--- config.mk ---
export PLATFORM = sky130hd
export DESIGN_NAME = adc_scan_sequencer_with_averaging_core
export DESIGN_NICKNAME = d
export VERILOG_FILES = /design/src/rtl/adc_seq_pkg.sv /design/src/rtl/adc_scan_sequencer_with_averaging_core.sv
export SDC_FILE = /design/constraint.sdc
export NUM_CORES = 2
export LEC_CHECK = 0
export BUFFER_PORTS_ARGS = -buffer_cell sky130_fd_sc_hd__buf_2
export CORE_MARGIN = 2
export CORE_UTILIZATION = 60
export DETAILED_ROUTE_END_ITERATION = 10
export GPL_TIMING_DRIVEN = 0
export PLACE_DENSITY_LB_ADDON = 0.15
export SLEW_MARGIN = 20
export SYNTH_ARGS = -nofsm -noshare
export SYNTH_HDL_FRONTEND = slang
export SYNTH_SLANG_ARGS = --single-unit
--- constraint.sdc ---
create_clock -name clk -period 8.6 [get_ports clk]
set_clock_uncertainty 0.2 [all_clocks]
set_input_delay 1.29 -clock clk [delete_from_list [all_inputs] [get_ports clk]]
set_output_delay 1.29 -clock clk [all_outputs]
set_load 0.01 [all_outputs]
--- src/rtl/adc_seq_pkg.sv ---
// Shared types, codes and constants for the ADC scan sequencer.
// Channel tables, opcode and update codes, window sizes and divider constants.
// No dependencies.
`default_nettype none

package adc_seq_pkg;

  localparam int SAMPLE_W     = 12;
  localparam int CHAN_W       = 5;
  localparam int TIMER_W      = 16;
  localparam int CFG_W        = 16;
  localparam int CFG_IDX_W    = 2;

  localparam int LONG_WINDOW  = 10;
  localparam int SHORT_WINDOW = 3;
  localparam int WIN_MAX      = (LONG_WINDOW > SHORT_WINDOW) ? LONG_WINDOW : SHORT_WINDOW;

  // position in a window, window size / fill count, window sum
  localparam int POS_W        = $clog2(WIN_MAX);
  localparam int CNT_W        = $clog2(WIN_MAX + 2);
  localparam int SUM_W        = SAMPLE_W + $clog2(WIN_MAX);
  localparam int NUM_SLOTS    = 3;
  localparam int SLOT_W       = 2;
  localparam int MEM_DEPTH    = (1 << SLOT_W) << POS_W;

  // floor(2^SUM_W / size); one correction step fixes the estimate
  localparam logic [SUM_W-1:0] LONG_RECIP  = SUM_W'((1 << SUM_W) / LONG_WINDOW);
  localparam logic [SUM_W-1:0] SHORT_RECIP = SUM_W'((1 << SUM_W) / SHORT_WINDOW);
  localparam logic [CNT_W-1:0] LONG_SIZE   = CNT_W'(LONG_WINDOW);
  localparam logic [CNT_W-1:0] SHORT_SIZE  = CNT_W'(SHORT_WINDOW);

  localparam logic [SLOT_W-1:0] SLOT_VIN  = 2'd0;
  localparam logic [SLOT_W-1:0] SLOT_BAT8 = 2'd1;
  localparam logic [SLOT_W-1:0] SLOT_BAT9 = 2'd2;

  localparam logic [SAMPLE_W-1:0] SAMPLE_MAX = '1;

  // configuration register indexes
  localparam logic [CFG_IDX_W-1:0] REG_TIMEOUT   = 2'd0;
  localparam logic [CFG_IDX_W-1:0] REG_EXT_SCAN  = 2'd1;
  localparam logic [CFG_IDX_W-1:0] REG_SPK_TEST  = 2'd2;
  localparam logic [CFG_IDX_W-1:0] REG_MIC_TEST  = 2'd3;

  localparam logic [TIMER_W-1:0] TIMEOUT_RESET = 16'd500;

  // first converter channels
  localparam logic [CHAN_W-1:0] FCH_TEMP   = 5'd2;
  localparam logic [CHAN_W-1:0] FCH_BAT8   = 5'd8;
  localparam logic [CHAN_W-1:0] FCH_BAT9   = 5'd9;
  localparam logic [CHAN_W-1:0] FCH_GPS_LO = 5'd12;
  localparam logic [CHAN_W-1:0] FCH_GPS_HI = 5'd13;
  // second converter channels
  localparam logic [CHAN_W-1:0] SCH_VIN    = 5'd2;
  localparam logic [CHAN_W-1:0] SCH_VMIC   = 5'd7;
  localparam logic [CHAN_W-1:0] SCH_MIC_P  = 5'd8;
  localparam logic [CHAN_W-1:0] SCH_CALL   = 5'd3;
  localparam logic [CHAN_W-1:0] SCH_SPK_P  = 5'd4;
  localparam logic [CHAN_W-1:0] SCH_SPK_N  = 5'd15;
  localparam logic [CHAN_W-1:0] CH_NONE    = 5'd31;

  localparam logic [2:0] FIRST_LAST_STEP  = 3'd4;
  localparam logic [2:0] SECOND_LAST_STEP = 3'd5;
  localparam logic [2:0] SPK_STEP         = 3'd4;

  typedef enum logic [2:0] {
    OP_TICK           = 3'd0,
    OP_FIRST_DONE     = 3'd1,
    OP_SECOND_DONE    = 3'd2,
    OP_BEGIN          = 3'd3,
    OP_RESTART_SECOND = 3'd4
  } op_t;

  typedef enum logic [3:0] {
    UPD_NONE   = 4'd0,
    UPD_TEMP   = 4'd1,
    UPD_BAT8   = 4'd2,
    UPD_BAT9   = 4'd3,
    UPD_GPS_LO = 4'd4,
    UPD_GPS_HI = 4'd5,
    UPD_VIN    = 4'd6,
    UPD_VMIC   = 4'd7,
    UPD_MIC_P  = 4'd8,
    UPD_CALL   = 4'd9,
    UPD_SPK_P  = 4'd10,
    UPD_SPK_N  = 4'd11
  } upd_t;

  typedef enum logic [2:0] {
    ST_IDLE,
    ST_SUM,
    ST_DRAIN,
    ST_MUL,
    ST_FIX,
    ST_EMIT
  } state_t;

  typedef struct packed {
    logic                start_first;
    logic [CHAN_W-1:0]   first_channel;
    logic                start_second;
    logic [CHAN_W-1:0]   second_channel;
    upd_t                update_code;
    logic [SAMPLE_W-1:0] update_value;
    logic                speaker_path_on;
  } res_t;

  function automatic logic [CHAN_W-1:0] first_seq(input logic [2:0] step);
    logic [CHAN_W-1:0] ch;
    unique case (step)
      3'd0:    ch = FCH_TEMP;
      3'd1:    ch = FCH_BAT8;
      3'd2:    ch = FCH_BAT9;
      3'd3:    ch = FCH_GPS_LO;
      default: ch = FCH_GPS_HI;
    endcase
    return ch;
  endfunction

  function automatic logic [CHAN_W-1:0] second_seq(input logic [2:0] step);
    logic [CHAN_W-1:0] ch;
    unique case (step)
      3'd0:    ch = SCH_VIN;
      3'd1:    ch = SCH_VMIC;
      3'd2:    ch = SCH_MIC_P;
      3'd3:    ch = SCH_CALL;
      3'd4:    ch = SCH_SPK_P;
      default: ch = SCH_SPK_N;
    endcase
    return ch;
  endfunction

endpackage

`default_nettype wire

--- src/rtl/adc_scan_sequencer_with_averaging_core.sv ---
// A plain transaction is captured in the result register at acceptance and moves to the
// output register when the output is not stalled; a windowed mean passes SUM, DRAIN, MUL
// and FIX first. No new transaction is taken until the result is in the output register;
// while summing, the window memory's single read port gives one entry per cycle.
// Reset (rst, synchronous, active high): control state and configuration return to
// defaults at once; window memory is not cleared (every entry is written before use).
//
// ADC scan sequencer top level. Depends on adc_seq_pkg.
`default_nettype none

module adc_scan_sequencer_with_averaging_core
  import adc_seq_pkg::*;
(
  input  wire                   clk,
  input  wire                   rst,
  // input transactions
  input  wire                   in_valid,
  output logic                  in_stall,
  input  wire  [2:0]            opcode,
  input  wire  [SAMPLE_W-1:0]   sample,
  // result transactions
  output logic                  out_valid,
  input  wire                   out_stall,
  output logic                  start_first,
  output logic [CHAN_W-1:0]     first_channel,
  output logic                  start_second,
  output logic [CHAN_W-1:0]     second_channel,
  output logic [3:0]            update_code,
  output logic [SAMPLE_W-1:0]   update_value,
  output logic                  speaker_path_on,
  // configuration writes
  input  wire                   cfg_we,
  input  wire  [CFG_IDX_W-1:0]  cfg_index,
  input  wire  [CFG_W-1:0]      cfg_data
);

  // ---------------------------------------------------------------- config
  logic [TIMER_W-1:0] timeout_ticks;
  logic               extended_scan;
  logic               speaker_test;
  logic               mic_test;

  always_ff @(posedge clk) begin
    if (rst) begin
      timeout_ticks <= TIMEOUT_RESET;
      extended_scan <= 1'b1;
      speaker_test  <= 1'b0;
      mic_test      <= 1'b1;
    end else if (cfg_we) begin
      unique case (cfg_index)
        REG_TIMEOUT:  timeout_ticks <= cfg_data;
        REG_EXT_SCAN: extended_scan <= cfg_data[0];
        REG_SPK_TEST: speaker_test  <= cfg_data[0];
        REG_MIC_TEST: mic_test      <= cfg_data[0];
        default: ;
      endcase
    end
  end

  // ---------------------------------------------------------- sequencer state
  logic                running, running_next;
  logic [2:0]          first_step, first_step_next;
  logic [2:0]          second_step, second_step_next;
  logic [CHAN_W-1:0]   first_current_channel, first_current_channel_next;
  logic [CHAN_W-1:0]   second_current_channel, second_current_channel_next;
  logic [TIMER_W-1:0]  idle_count, idle_count_next;
  logic [POS_W-1:0]    window_positions [0:NUM_SLOTS-1];
  logic [CNT_W-1:0]    window_fills     [0:NUM_SLOTS-1];

  state_t              state, state_next;
  res_t                res;       // result being built
  res_t                out_res;   // output register

  // window memory: three windows, one row of 2^POS_W entries each
  logic [SAMPLE_W-1:0] win_mem [0:MEM_DEPTH-1];
  logic [SAMPLE_W-1:0] rd_data;
  logic                rd_vld;
  logic [SLOT_W-1:0]   cur_slot;
  logic [CNT_W-1:0]    cur_size;
  logic [POS_W-1:0]    cnt;
  logic [SUM_W-1:0]    acc;
  logic [2*SUM_W-1:0]  prod;

  // handshake strobes
  logic accept;
  logic load_out;
  logic rd_en;

  // ------------------------------------------------------ next-channel logic
  // first converter: steps past the list wrap to the head
  logic [2:0]        fs_st, fs_step;
  logic [CHAN_W-1:0] fs_chan;
  always_comb begin
    fs_st   = (first_step <= FIRST_LAST_STEP) ? first_step : 3'd0;
    fs_chan = first_seq(fs_st);
    fs_step = (fs_st == FIRST_LAST_STEP) ? 3'd0 : fs_st + 3'd1;
  end

  function automatic logic ss_out_of_list(input logic [2:0] st, input logic ext);
    return (st > SECOND_LAST_STEP) || (!ext && (st != 3'd1));
  endfunction

  // second converter: two-channel scan alternates 0/1, six-channel wraps at 5
  logic [2:0]        ss_st, ss_step;
  logic [CHAN_W-1:0] ss_chan;
  logic              ss_spk;
  always_comb begin
    if (ss_out_of_list(second_step, extended_scan)) begin
      ss_st = 3'd0;
    end else begin
      ss_st = second_step;
    end
    ss_chan = second_seq(ss_st);
    if (!extended_scan) begin
      ss_step = (ss_st == 3'd0) ? 3'd1 : 3'd0;
    end else begin
      ss_step = (ss_st == SECOND_LAST_STEP) ? 3'd0 : ss_st + 3'd1;
    end
    ss_spk = (ss_st == SPK_STEP) && speaker_test;
  end

  // saturating idle timer increment
  logic [TIMER_W-1:0] idle_inc;
  assign idle_inc = (idle_count != '1) ? idle_count + TIMER_W'(1) : idle_count;

  // ---------------------------------------------------------- opcode decode
  logic                start_f, start_s, spk_on;
  upd_t                code;
  logic [SAMPLE_W-1:0] value;
  logic                push;
  logic [SLOT_W-1:0]   push_slot;

  always_comb begin
    running_next                = running;
    first_step_next             = first_step;
    second_step_next            = second_step;
    first_current_channel_next  = first_current_channel;
    second_current_channel_next = second_current_channel;
    idle_count_next             = idle_count;
    start_f   = 1'b0;
    start_s   = 1'b0;
    spk_on    = 1'b0;
    code      = UPD_NONE;
    value     = '0;
    push      = 1'b0;
    push_slot = SLOT_VIN;

    unique case (opcode)
      OP_BEGIN: begin
        running_next                = 1'b1;
        start_f                     = 1'b1;
        first_step_next             = fs_step;
        first_current_channel_next  = fs_chan;
        start_s                     = 1'b1;
        second_step_next            = ss_step;
        second_current_channel_next = ss_chan;
        spk_on                      = ss_spk;
        idle_count_next             = '0;
      end
      OP_RESTART_SECOND: begin
        second_step_next = 3'd0;
      end
      OP_TICK: begin
        if (running) begin
          idle_count_next = idle_inc;
          if (idle_inc > timeout_ticks) begin
            start_f                    = 1'b1;
            first_step_next            = fs_step;
            first_current_channel_next = fs_chan;
            idle_count_next            = '0;
          end
        end
      end
      OP_FIRST_DONE: begin
        if (running) begin
          value = sample;
          unique case (first_current_channel)
            FCH_TEMP:   code = UPD_TEMP;
            FCH_BAT8: begin
              code      = UPD_BAT8;
              push      = 1'b1;
              push_slot = SLOT_BAT8;
            end
            FCH_BAT9: begin
              code      = UPD_BAT9;
              push      = 1'b1;
              push_slot = SLOT_BAT9;
            end
            FCH_GPS_LO: code = UPD_GPS_LO;
            FCH_GPS_HI: code = UPD_GPS_HI;
            default:    code = UPD_NONE;
          endcase
          start_f                    = 1'b1;
          first_step_next            = fs_step;
          first_current_channel_next = fs_chan;
          idle_count_next            = '0;
        end
      end
      OP_SECOND_DONE: begin
        if (running) begin
          value = sample;
          unique case (second_current_channel)
            SCH_VIN: begin
              code      = UPD_VIN;
              push      = 1'b1;
              push_slot = SLOT_VIN;
            end
            SCH_VMIC:  code = UPD_VMIC;
            SCH_MIC_P: code = mic_test ? UPD_MIC_P : UPD_NONE;
            SCH_CALL:  code = UPD_CALL;
            SCH_SPK_P: code = speaker_test ? UPD_SPK_P : UPD_NONE;
            SCH_SPK_N: code = speaker_test ? UPD_SPK_N : UPD_NONE;
            default:   code = UPD_NONE;
          endcase
          start_s                     = 1'b1;
          second_step_next            = ss_step;
          second_current_channel_next = ss_chan;
          spk_on                      = ss_spk;
          idle_count_next             = '0;
        end
      end
      default: ;
    endcase

    if (code == UPD_NONE) begin
      value = '0;
    end
  end

  // ------------------------------------------------------- window bookkeeping
  logic [CNT_W-1:0] push_size;
  logic [POS_W-1:0] pos_cur, pos_w, pos_next;
  logic [CNT_W-1:0] fill_cur;
  logic             need_mean;

  always_comb begin
    push_size = (push_slot == SLOT_VIN) ? SHORT_SIZE : LONG_SIZE;
    pos_cur   = window_positions[push_slot];
    fill_cur  = window_fills[push_slot];
    pos_w     = (CNT_W'(pos_cur) >= push_size) ? '0 : pos_cur;
    pos_next  = (CNT_W'(pos_w) == push_size - CNT_W'(1)) ? '0 : pos_w + POS_W'(1);
    // window full once the count passes the size; then the mean is reported
    need_mean = fill_cur > push_size;
  end

  // ---------------------------------------------------------- divide by size
  logic [SUM_W-1:0] cur_recip;
  logic [SUM_W-1:0] q_est, q_times, rem, q_fix;

  always_comb begin
    cur_recip = (cur_slot == SLOT_VIN) ? SHORT_RECIP : LONG_RECIP;
    q_est     = prod[2*SUM_W-1:SUM_W];
    q_times   = q_est * SUM_W'(cur_size);
    rem       = acc - q_times;
    q_fix     = (rem >= SUM_W'(cur_size)) ? q_est + SUM_W'(1) : q_est;
  end

  // ------------------------------------------------------------- FSM: next
  always_comb begin
    state_next = state;
    unique case (state)
      ST_IDLE: begin
        if (in_valid) begin
          state_next = (push && need_mean) ? ST_SUM : ST_EMIT;
        end
      end
      ST_SUM: begin
        if (CNT_W'(cnt) == cur_size - CNT_W'(1)) begin
          state_next = ST_DRAIN;
        end
      end
      ST_DRAIN: state_next = ST_MUL;
      ST_MUL:   state_next = ST_FIX;
      ST_FIX:   state_next = ST_EMIT;
      ST_EMIT: begin
        if (!out_valid || !out_stall) begin
          state_next = ST_IDLE;
        end
      end
      default: state_next = ST_IDLE;
    endcase
  end

  // ---------------------------------------------------------- FSM: outputs
  always_comb begin
    in_stall = (state != ST_IDLE);
    accept   = in_valid && (state == ST_IDLE);
    load_out = (state == ST_EMIT) && (!out_valid || !out_stall);
    rd_en    = (state == ST_SUM);
  end

  // ------------------------------------------------------------- registers
  always_ff @(posedge clk) begin
    if (rst) begin
      state                  <= ST_IDLE;
      running                <= 1'b0;
      first_step             <= 3'd0;
      second_step            <= 3'd0;
      first_current_channel  <= CH_NONE;
      second_current_channel <= CH_NONE;
      idle_count             <= '0;
      out_valid              <= 1'b0;
      rd_vld                 <= 1'b0;
      for (int i = 0; i < NUM_SLOTS; i++) begin
        window_positions[i] <= '0;
        window_fills[i]     <= '0;
      end
    end else begin
      state  <= state_next;
      rd_vld <= rd_en;
      if (accept) begin
        running                <= running_next;
        first_step             <= first_step_next;
        second_step            <= second_step_next;
        first_current_channel  <= first_current_channel_next;
        second_current_channel <= second_current_channel_next;
        idle_count             <= idle_count_next;
        if (push) begin
          window_positions[push_slot] <= pos_next;
          if (!need_mean) begin
            window_fills[push_slot] <= fill_cur + CNT_W'(1);
          end
        end
      end
      if (load_out) begin
        out_valid <= 1'b1;
      end else if (!out_stall) begin
        out_valid <= 1'b0;
      end
    end
  end

  // datapath, no reset
  always_ff @(posedge clk) begin
    if (accept) begin
      res.start_first     <= start_f;
      res.first_channel   <= first_current_channel_next;
      res.start_second    <= start_s;
      res.second_channel  <= second_current_channel_next;
      res.update_code     <= code;
      res.update_value    <= value;
      res.speaker_path_on <= spk_on;
      cur_slot            <= push_slot;
      cur_size            <= push_size;
      cnt                 <= '0;
      acc                 <= '0;
    end else begin
      if (rd_en) begin
        cnt <= cnt + POS_W'(1);
      end
      if (rd_vld) begin
        acc <= acc + SUM_W'(rd_data);
      end
    end
    if (state == ST_MUL) begin
      prod <= (2*SUM_W)'(acc) * (2*SUM_W)'(cur_recip);
    end
    if (state == ST_FIX) begin
      res.update_value <= q_fix[SAMPLE_W-1:0];
    end
    if (load_out) begin
      out_res <= res;
    end
  end

  // window memory: write at acceptance, read one entry a cycle while summing
  always_ff @(posedge clk) begin
    if (accept && push) begin
      win_mem[{push_slot, pos_w}] <= sample;
    end
    if (rd_en) begin
      rd_data <= win_mem[{cur_slot, cnt}];
    end
  end

  assign start_first     = out_res.start_first;
  assign first_channel   = out_res.first_channel;
  assign start_second    = out_res.start_second;
  assign second_channel  = out_res.second_channel;
  assign update_code     = out_res.update_code;
  assign update_value    = out_res.update_value;
  assign speaker_path_on = out_res.speaker_path_on;

  // ------------------------------------------------------------ assertions
  // every accepted transaction leaves a result pending
  a_accept_pending: assert property (@(posedge clk) disable iff (rst)
    accept |=> (state != ST_IDLE))
    else $error("accepted transaction left no pending result");

  // reciprocal estimate is off by at most one
  a_div_one_fix: assert property (@(posedge clk) disable iff (rst)
    (state == ST_FIX) |-> (rem < (SUM_W'(cur_size) + SUM_W'(cur_size))))
    else $error("quotient estimate needs more than one correction");

  // a mean of 12-bit samples stays in range
  a_mean_range: assert property (@(posedge clk) disable iff (rst)
    (state == ST_FIX) |-> (q_fix <= SUM_W'(SAMPLE_MAX)))
    else $error("window mean out of sample range");

  // after a load the result is presented and input opens again
  a_load_then_idle: assert property (@(posedge clk) disable iff (rst)
    load_out |=> (out_valid && !in_stall))
    else $error("output load did not return to idle");

endmodule

`default_nettype wire

==> flow_summary.ini <==
[clocking]
cts.sinks = 958
tritoncts = done
clk_pin_slew_ns = 0.06
numCtsBuffers = 96
ctsHoldBuffers = 0
cts_buffer_depth = 3
postCtsSetupBuffers = 0
h-tree-depth = 3
insertion_delay_ns = 0.66
root_buffer = clkbuf_16
ctsResizeCount = 0

[worst_setup_path]
r2r-start = cur_slot[0]$_DFFE_PP_
required_ns = 8.79
worst-path-buf-inv = 5
cp-endpoint = prod[30]$_DFFE_PN_
setup.worst_path.start = cur_slot[0]$_DFFE_PP_
ff2ff_path_depth = 23
critPathKind = reg2reg
cp.arrival_ns = 7.99
r2r_slack_ns = 0.81
crit_family = adder cells
path_max_fanout = 10
cpMostUsedCell = fa_1
cpPeakStageDelay_ns = 0.55
worstPathCellList = clkbuf_1 > nor2_1 > clkbuf_1 > nand2_1 > fa_1 > fa_1 > inv_1 > fa_1 > fa_1 > fa_1 > inv_1 > fa_1 > inv_1 > ha_1 > nand2_1 > or3_1 > a21oi_1 > o31a_1 > a21oi_1 > o21ai_0 > a211o_1 > a21oi_1 > xor2_1
startpoint_type = flip-flop
crit_path_top_delay_cell = fa_1
worstSetupPathDepth = 23
rr_endpoint = prod[30]$_DFFE_PN_
worstSetupEndpointType = flip-flop

[pwr]
leakagePower_uw = 0.0195
switching_share_pct = 35.9
pwr-share-comb_pct = 41.2
intPower_uw = 10500
switchingPower_uw = 5890
seqPwrFrac_pct = 33.8
power_per_cell_area_nw_per_um2 = 315
clockPowerShare_pct = 25.0
ir_drop_mv = 0.468

[timing]
grt_setup_unrepaired = no
setup_ws_ns = 0.805
report.final.slew_viol_count = 0
finalCriticalPeriod_ns = 7.79
slew_headroom_pct = 24.8
tightest_slew_ns = 1.12
tns_ns = 0
finalCritPeriodShare_pct = 90.6
hold_violations = 0
max_freq_ghz = 0.128
setup_violations = 0

[routing]
wl_microns = 114000
drt_iter0_drc = 3046
firstDrtPassIters = 6
drt.antenna.violating_nets = 0
vias = 28600
wire_per_inst_microns = 24.2
vias_per_cell = 6.04
drc_errors = 0

[die]
fp.dieH_microns = 282
ios = 69
die_x_microns = 282
fp.coreArea_sq_um = 76200
initial_core_util_pct = 60.8
rows = 101
dieArea_sq_um = 79400

[global_route]
grt_pass1_wl_microns = 171000
grt_pass1_vias = 28800
grt_use_total_pct = 29.3
grt_max_degree = 66
gr-total-overflow = 0
antenna_found_initial = 1

[placed_design]
place_ws_ns = 0.864
io_buffers = 66
hpwl_microns = 79100
place_congestion = 0.981
dp_cells = 4553

[cells_and_area]
antenna_cells = 0
nets = 3990
final_cells = 4729
final-seq-area_sq_um = 28000
fillers = 5309
drive_gt1_share_pct = 12.1
final_common_cell = edfxtp_1
area_delta_synth_final_pct = 12.3
multi_input_area_sq_um = 17700
layout_common_cells = edfxtp_1 (881), inv_1 (252), nand2_1 (212)

[logic_synthesis]
synth_seq_cells = 958
synth.largest_area_cell = edfxtp_1
synthTopCellsByArea = edfxtp_1 (57%), fa_1 (6.2%), ha_1 (5.1%)
synth_edf_count = 881
yosys_warnings = 0
synth_top_family_by_area = adder cells
synth_compound_area_share_pct = 7.49
ys_types = 88
synthesis.area_sq_um = 46300
async_flop_share_pct = 0
synth-simple-area-share_pct = 6.53
muxShareOfSynthArea_pct = 9.82
synthAdderAreaFrac_pct = 11.3
syn_inst = 3247
netlist.area_leader.share_pct = 57.1
synth_xor_area_share_pct = 1.19
ys_seq_area_share_pct = 60.4
synth.avg_cell_area_sq_um = 14.3
ys.flop_type = edfxtp_1

[min_path]
hold_start = res[19]$_DFFE_PP_
min_path_type = reg2reg

[flow_run]
drv_cap = 0

[run_status]
status = complete, no violations
## flip-flops by register name (all words and copies together) (netlist names), 5 cells and up
register and cells:
acc 16, first_channel 5, first_current_channel 5, idle_count 16
prod 15, rd_data 12, res 29, second_channel 5
second_current_channel 5, timeout_ticks 16, update_value 12, win_mem 768
window_fills 12, window_positions 12
## layer usage
layer,global-route usage [%],share of wire (%)
met2,48.3,48
met1,40.0,40
met5,0,0
met4,11.2,3.7
met3,3.96,7.9
## cell type report
class	instances	share of cell area [%]
tap	1030	2.48
buffer	134	1.05
clock inverter	55	1.05
clock buffer	121	4.88
timing repair buffer	70	0.849
multi-input combinational	2107	34.1
inverter	254	1.83
sequential	958	53.8
## power by group through the flow
stage	combinational [uW]	clock, uW	sequential [uW]
2_1_floorplan	4720	0	5580
3_3_place_gp	6500	0	5650
3_5_place_dp	6730	0	5650
4_1_cts	6790	4140	5560
5_1_grt	7510	4330	5570
6_report	6760	4100	5560
## kinds of logic (layout without fill, tap and decap cells)
family	count (synthesis)	count (layout)
AO/OA/AOI/OAI	530	530
XOR/XNOR	63	63
adder cells (fa/ha/maj)	332	332
buffers and inverters	388	634
flip-flops	958	958
multiplexers	326	326
other	2	208
AND/OR/NAND/NOR	648	648
## synth_stat cells, types with 77 or more instances
library cell and instances:
a21oi_1 109, clkbuf_1 92, dfxtp_1 77, edfxtp_1 881
fa_1 143, ha_1 188, inv_1 252, mux2i_1 176
mux4_2 96, nand2_1 212, nor2_1 175, o21ai_0 167
## stage by stage
stage                     hold slack [ns]  utilization (%)  total power (uW)  instance area, sq um
after global routing                0.225             68.3             17400                 52000
final                               0.217             68.3             16400                 52000
after CTS                           0.218             68.2             16500                 51900
after floorplan                     0.200                -             10300                 47100
after global placement              0.202             63.9             12100                 48700
after detailed placement            0.205             64.1             12400                 48900
## worst min-delay path by stage
stage          slack (ns)  cells past startpoint                     endpoint
6_report             0.22                      0  second_channel[2]$_DFFE_PP_
5_1_grt              0.22                      0  second_channel[2]$_DFFE_PP_
4_1_cts              0.22                      0  second_channel[2]$_DFFE_PP_
3_5_place_dp         0.21                      0  second_channel[2]$_DFFE_PP_
3_3_place_gp         0.20                      0  second_channel[2]$_DFFE_PP_
2_1_floorplan        0.20                      0   first_channel[0]$_DFFE_PP_
## worst register-to-register path: stages (launching register included)
cell and delay [ns]:
edfxtp_1 0.36, clkbuf_1 0.31, nor2_1 0.34, clkbuf_1 0.47
nand2_1 0.23, fa_1 0.53, fa_1 0.51, inv_1 0.05
fa_1 0.55, fa_1 0.43, fa_1 0.49, inv_1 0.05
fa_1 0.54, inv_1 0.07, ha_1 0.29, nand2_1 0.07
or3_1 0.37, a21oi_1 0.15, o31a_1 0.33, a21oi_1 0.24
o21ai_0 0.47, a211o_1 0.25, a21oi_1 0.09, xor2_1 0.14
No activity file was read; power rests on OpenSTA's default activity.
